`src/design/fktr_pkg.sv`:
```
package fktr_pkg;

	// ranked list depth and derived widths
	localparam int RECORD_DEPTH = 8;
	localparam int LIST_COUNT = 4;
	localparam int IDX_W = (RECORD_DEPTH > 1) ? $clog2(RECORD_DEPTH) : 1;
	localparam int RNK_W = $clog2(RECORD_DEPTH + 1);

	// request codes
	localparam logic REQ_RECORD = 1'b0;
	localparam logic REQ_READ = 1'b1;

	// the four ranking orders
	typedef enum logic [1:0] {
		LIST_FASTEST = 2'd0,
		LIST_SLOWEST = 2'd1,
		LIST_FACTORS = 2'd2,
		LIST_UNIQUE  = 2'd3
	} list_kind_t;

	// one stored record
	typedef struct packed {
		logic [63:0] number;
		logic [31:0] calc_time;
		logic [5:0]  factor_count;
		logic [3:0]  unique_count;
	} entry_t;

	// entry value before anything was written into a slot
	function automatic entry_t reset_entry(list_kind_t kind);
		entry_t e;
		e = '0;
		if (kind == LIST_FASTEST) begin
			e.calc_time = '1;
		end
		return e;
	endfunction

	// strict win of a new record over a stored entry
	function automatic logic beats(list_kind_t kind, entry_t cur, entry_t rec);
		logic win;
		case (kind)
			LIST_FASTEST: win = rec.calc_time < cur.calc_time;
			LIST_SLOWEST: win = rec.calc_time > cur.calc_time;
			LIST_FACTORS: win = (rec.factor_count > cur.factor_count) ||
				((rec.factor_count == cur.factor_count) &&
				(rec.unique_count > cur.unique_count));
			default: win = (rec.unique_count > cur.unique_count) ||
				((rec.unique_count == cur.unique_count) &&
				(rec.factor_count > cur.factor_count));
		endcase
		return win;
	endfunction

endpackage

```
`src/design/fktr_cell.sv`:
```
module fktr_cell import fktr_pkg::*; (
	input  logic       clk,
	input  logic       arst_n,
	input  list_kind_t kind,
	input  logic       ins_en,
	input  entry_t     rec,
	input  entry_t     prev_entry,
	input  logic       placed_in,
	output entry_t     entry,
	output logic       placed_out
);

	logic   valid_q;
	entry_t data_q;
	logic   win;

	// slot content, reset value until first write
	assign entry = valid_q ? data_q : reset_entry(kind);

	// compare against the incoming record and pass placement down the row
	assign win = beats(kind, entry, rec);
	assign placed_out = placed_in | win;

	// valid flag
	always_ff @(posedge clk or negedge arst_n) begin
		if (!arst_n) begin
			valid_q <= 1'b0;
		end else if (ins_en && placed_out) begin
			valid_q <= 1'b1;
		end
	end

	// shift in neighbor entry, or take the record at the first winning slot
	always_ff @(posedge clk) begin
		if (ins_en) begin
			if (placed_in) begin
				data_q <= prev_entry;
			end else if (win) begin
				data_q <= rec;
			end
		end
	end

endmodule

```
`src/design/fktr_list.sv`:
```
module fktr_list import fktr_pkg::*; (
	input  logic             clk,
	input  logic             arst_n,
	input  list_kind_t       kind,
	input  logic             ins_en,
	input  entry_t           rec,
	input  logic [IDX_W-1:0] rd_idx,
	output logic [RNK_W-1:0] rank,
	output entry_t           rd_entry
);

	logic   placed_w [0:RECORD_DEPTH];
	entry_t entry_w  [RECORD_DEPTH];

	assign placed_w[0] = 1'b0;

	// row of insertion cells
	for (genvar i = 0; i < RECORD_DEPTH; i++) begin : g_cell
		entry_t prev_w;
		if (i == 0) begin : g_head
			assign prev_w = rec;
		end else begin : g_body
			assign prev_w = entry_w[i-1];
		end
		fktr_cell u_cell (
			.clk        (clk),
			.arst_n     (arst_n),
			.kind       (kind),
			.ins_en     (ins_en),
			.rec        (rec),
			.prev_entry (prev_w),
			.placed_in  (placed_w[i]),
			.entry      (entry_w[i]),
			.placed_out (placed_w[i+1])
		);
	end

	// slot taken: first cell where placement starts
	always_comb begin
		rank = RNK_W'(RECORD_DEPTH);
		for (int i = RECORD_DEPTH - 1; i >= 0; i--) begin
			if (placed_w[i+1] && !placed_w[i]) begin
				rank = RNK_W'(i);
			end
		end
	end

	// read port
	assign rd_entry = entry_w[rd_idx];

endmodule

```
`config.mk`:
```
export PLATFORM = sky130hd
export DESIGN_NAME = fktr_list
export DESIGN_NICKNAME = d
export VERILOG_FILES = /design/src/design/fktr_pkg.sv /design/src/design/fktr_cell.sv /design/src/design/fktr_list.sv
export SDC_FILE = /design/constraint.sdc
export NUM_CORES = 2
export LEC_CHECK = 0
export BUFFER_PORTS_ARGS = -buffer_cell sky130_fd_sc_hd__clkbuf_2
export CAP_MARGIN = 10
export CORE_MARGIN = 4
export CORE_UTILIZATION = 40
export CTS_CLUSTER_DIAMETER = 50
export DETAILED_ROUTE_END_ITERATION = 10
export PLACE_DENSITY = 0.59
export SLEW_MARGIN = 10
export SYNTH_ARGS = -nofsm -noshare
export SYNTH_HDL_FRONTEND = slang
export SYNTH_SLANG_ARGS = --single-unit
```
`constraint.sdc`:
```
create_clock -name clk -period 10.4 [get_ports clk]
set_clock_uncertainty 0.1 [all_clocks]
set_input_delay 0.52 -clock clk [delete_from_list [all_inputs] [get_ports clk]]
set_output_delay 0.52 -clock clk [all_outputs]
set_load 0.01 [all_outputs]
```
==> run_results.csv <==
group,metric,value,unit
clocking,h-tree-depth,3,
layout,area_growth,13.77,%
logic_synthesis,synth_area_per_cell,10.92,um^2
sta,fin_crit_sh,74.07,%
placed_design,place_ws,2.809,ns
sta,hold_slack,0.1367,ns
global_routing,grt_max_degree,194,
clocking,clk-insertion-delay-late,0.75,ns
drt,ant_nets,0,
worst_hold_path,min_path_type,"primary input to flop",
critical_path,arrival,7.08,ns
power_and_ir_drop,ir_worst_vdd,0.0001366,V
drt,viasPerCell,6.060,
sta,max_freq,129.8,MHz
critical_path,cp_data_required_time,9.78,ns
global_routing,grt_pass1_vias,40160,
drt,routed_wl,180900,um
placed_design,gp_congestion,0.9046,
global_routing,antenna_found_initial,12,
critical_path,crit_fanout,56,
critical_path,worstSetupStartpointType,"flop",
critical_path,timing_worst_setup_path_type,"flop to output pin",
critical_path,crit_slowest_cell,"a311oi_1",
logic_synthesis,syn_area,52410,um^2
drt,drtIter0Drc,4413,
logic_synthesis,ys_ff_latch,856,
clocking,cts_setup_buffers,0,
clocking,cts_buffer_depth,3,
critical_path,path_cells,"buf_4 > nand2_1 > ha_1 > nor2b_1 > o21a_1 > o21ai_0 > a31oi_1 > o21ai_0 > a41o_4 > nand3_4 > a311oi_1 > clkbuf_2",
power_and_ir_drop,powerDensity,202.5,nW/um^2
die,start_util,40.37,%
die,dieArea,136900,um^2
layout,final_nets,5362,
die,rows,132,
run,maxCapViolCount,0,
die,io_pins,224,
sta,slew_viol_final,0,
power_and_ir_drop,combPwrFrac,26.3,%
sta,finalSetupViolCount,0,
placed_design,port_buffers,223,
logic_synthesis,syn-num-nets,5248,
global_routing,grt_pass1_wl,266100,um
critical_path,end_kind,"output pin",
critical_path,cp.buffers_inverters,2,
clocking,cts_root_buf,"clkbuf_16",
sta,hold_violations,0,
clocking,cts_tree,"yes",
clocking,cts_inserted_buffers,117,
critical_path,cpPeakStageDelay,1.10,ns
clocking,ctsResizeCount,0,
die,core_area,129800,um^2
layout,fillers,12060,
power_and_ir_drop,p_sw,3826,uW
power_and_ir_drop,p_leak,0.02360,uW
logic_synthesis,yosysSeqAreaShare,48.97,%
global_routing,grt_overflow,0,
sta,rsz0062_at_grt,"no",
logic_synthesis,synthCells,4798,
sta,setup-tns-final,0,ns
power_and_ir_drop,internal_power,8249,uW
power_and_ir_drop,seq_power_share,40.0,%
status,status,"completed",
power_and_ir_drop,switching_share,31.69,%
drt,drc,0,
critical_path,crit_family,"compound AO/OA/AOI/OAI gates",
logic_synthesis,synthDistinctLibCells,69,
power_and_ir_drop,clockPowerShare,33.7,%
sta,layout_min_cycle_time,7.703,ns
die,die_width,370.0,um
die,chipHeight,370.0,um
layout,final_layout_size_suffix_gt1_share,16.35,%
placed_design,post-dp-hpwl,110100,um
clocking,clkTransAtPathRegs,0.05,ns
sta,max-slew-margin-rel,18.08,%
sta,timing.final.ws_setup,2.697,ns
critical_path,path_common_cell,"o21ai_0",
clocking,cts_sinks,856,
logic_synthesis,yosysWarningCount,0,
global_routing,grt_util_all_layers,25.86,%
logic_synthesis,async_flop_share,0.9346,%
sta,worstMarginPinSlew,1.229,ns
logic_synthesis,ys.flop_type,"edfxtp_1",
logic_synthesis,synth-edff-count,848,
drt,routedWlPerCell,26.73,um
drt,dr.pass1.iters,6,
drt,num_vias,41020,
-- cell families after synthesis --
family | after synthesis | synth area share (%)
AND/OR/NAND/NOR | 1357 | 11.90
AO/OA/AOI/OAI | 1176 | 12.18
flip-flops | 856 | 48.97
multiplexers | 589 | 15.13
buffers and inverters | 484 | 3.791
adder cells (fa/ha/maj) | 336 | 8.022
-- routing by layer --
metal  vias to the layer above  part of all wire (%)  global-route usage (%)
met4                        12                   2.4                   7.106
met2                      1958                    45                   40.61
met5                         -                 0.044                       0
li1                      18280                     -                       -
met1                     20470                    43                   36.35
met3                       296                   9.5                   5.396
-- cell type report --
type / count / area [um^2] / share of cell area [%]
Timing Repair Buffer: 354 / 2415 / 4.050
Clock buffer: 138 / 3058 / 5.129
Sequential cell: 856 / 25690 / 43.09
Clock inverter: 83 / 844.6 / 1.417
Tap cell: 1742 / 2180 / 3.656
Antenna cell: 12 / 30.03 / 0.05037
Inverter: 125 / 469.2 / 0.7870
Multi-Input combinational cell: 3458 / 24930 / 41.82
-- cell usage after synthesis, types with 9 or more instances --
cell / n / area, um^2
a21oi_1: 423 / 2117
mux2i_1: 243 / 2432
inv_1: 123 / 461.7
clkbuf_1: 270 / 1013
edfxtp_1: 848 / 25460
and4_1: 9 / 78.83
mux2_2: 159 / 1790
o211ai_1: 18 / 135.1
a211oi_1: 11 / 82.58
ha_1: 336 / 4204
buf_2: 31 / 155.2
nor2b_1: 30 / 187.7
mux4_2: 142 / 3198
nand2_1: 653 / 2451
buf_1: 39 / 146.4
o21ai_0: 589 / 2948
nor3_1: 11 / 55.05
and2_1: 140 / 875.8
nand2b_1: 11 / 68.82
nor2_1: 114 / 427.9
mux2_1: 45 / 506.7
o21a_1: 11 / 82.58
nand3_1: 304 / 1521
a21o_1: 43 / 322.8
a31oi_1: 11 / 68.82
nand4_1: 55 / 344.1
-- worst paths after layout --
kind	startpoint	slack, ns	end	depth (start not counted)
max in group asynchronous	arst_n	9.75	g_cell[6].u_cell.valid_q$_DFFE_PN0P_	2
worst max-delay path	g_cell[0].u_cell.valid_q$_DFFE_PN0P_	2.70	rank[2]	12
worst min-delay path	rec[15]	0.14	g_cell[0].u_cell.data_q[15]$_DFFE_PP_	1
min in group asynchronous	arst_n	0.23	g_cell[3].u_cell.valid_q$_DFFE_PN0P_	2
worst max register to register	g_cell[3].u_cell.valid_q$_DFFE_PN0P_	3.22	g_cell[7].u_cell.data_q[4]$_DFFE_PP_	15
worst min register to register	g_cell[2].u_cell.data_q[75]$_DFFE_PP_	0.48	g_cell[3].u_cell.data_q[75]$_DFFE_PP_	2
-- power by group through the flow --
stage / Sequential (uW) / Clock, uW / Combinational, uW
6_report: 4830 / 4060 / 3180
5_1_grt: 4880 / 4260 / 3480
4_1_cts: 4830 / 4120 / 3150
3_5_place_dp: 4900 / 0 / 3120
3_3_place_gp: 4880 / 0 / 3050
2_1_floorplan: 4880 / 0 / 2070
-- registers in the layout, indices dropped and copies added, names as in the netlist --
name and cells:
g_cell.u_cell.valid_q 8, g_cell.u_cell.data_q 848
-- stage by stage --
stage	cell area (um^2)	total power (uW)	utilization [%]	cells
detailed placement	55000	8013	42.37	6466
global route	59600	12620	45.91	6758
global placement	55000	7933	42.37	6466
finish	59620	12070	45.93	6768
floorplan	52410	6953	-	4798
CTS	59590	12100	45.90	6756
-- layout by cell type, fill, tap and decap left out, types with 8 or more instances in the layout --
cell type / synthesis / layout
bufinv_16: 0 / 11
edfxtp_1: 848 / 848
buf_12: 0 / 9
clkinv_1: 1 / 22
mux4_2: 142 / 142
o21a_1: 11 / 11
and4_1: 9 / 9
clkinv_2: 0 / 17
clkbuf_16: 0 / 118
a221oi_1: 8 / 8
mux2_2: 159 / 159
and2_1: 140 / 139
ha_1: 336 / 336
a21oi_1: 423 / 420
nand2b_1: 11 / 11
clkbuf_2: 0 / 220
diode_2: 0 / 12
a21o_1: 43 / 43
mux2_1: 45 / 45
clkinvlp_4: 0 / 10
a211oi_1: 11 / 11
inv_6: 0 / 8
nor2b_1: 30 / 30
a31oi_1: 11 / 11
o21ai_0: 589 / 589
dlygate4sd3_1: 0 / 69
buf_4: 8 / 53
inv_1: 123 / 123
nand4_1: 55 / 55
mux2i_1: 243 / 243
o211ai_1: 18 / 18
clkbuf_1: 270 / 17
nand2_1: 653 / 652
nor3_1: 11 / 10
nand3_1: 304 / 303
nor2_4: 0 / 13
nor2_1: 114 / 100
-- what timing repair did --
item                                    CTS  global route
endpoints found under the hold margin    94             0
endpoints found under the setup margin    0             0
hold buffers                             69             0
Power figures use the tool's default switching activity.
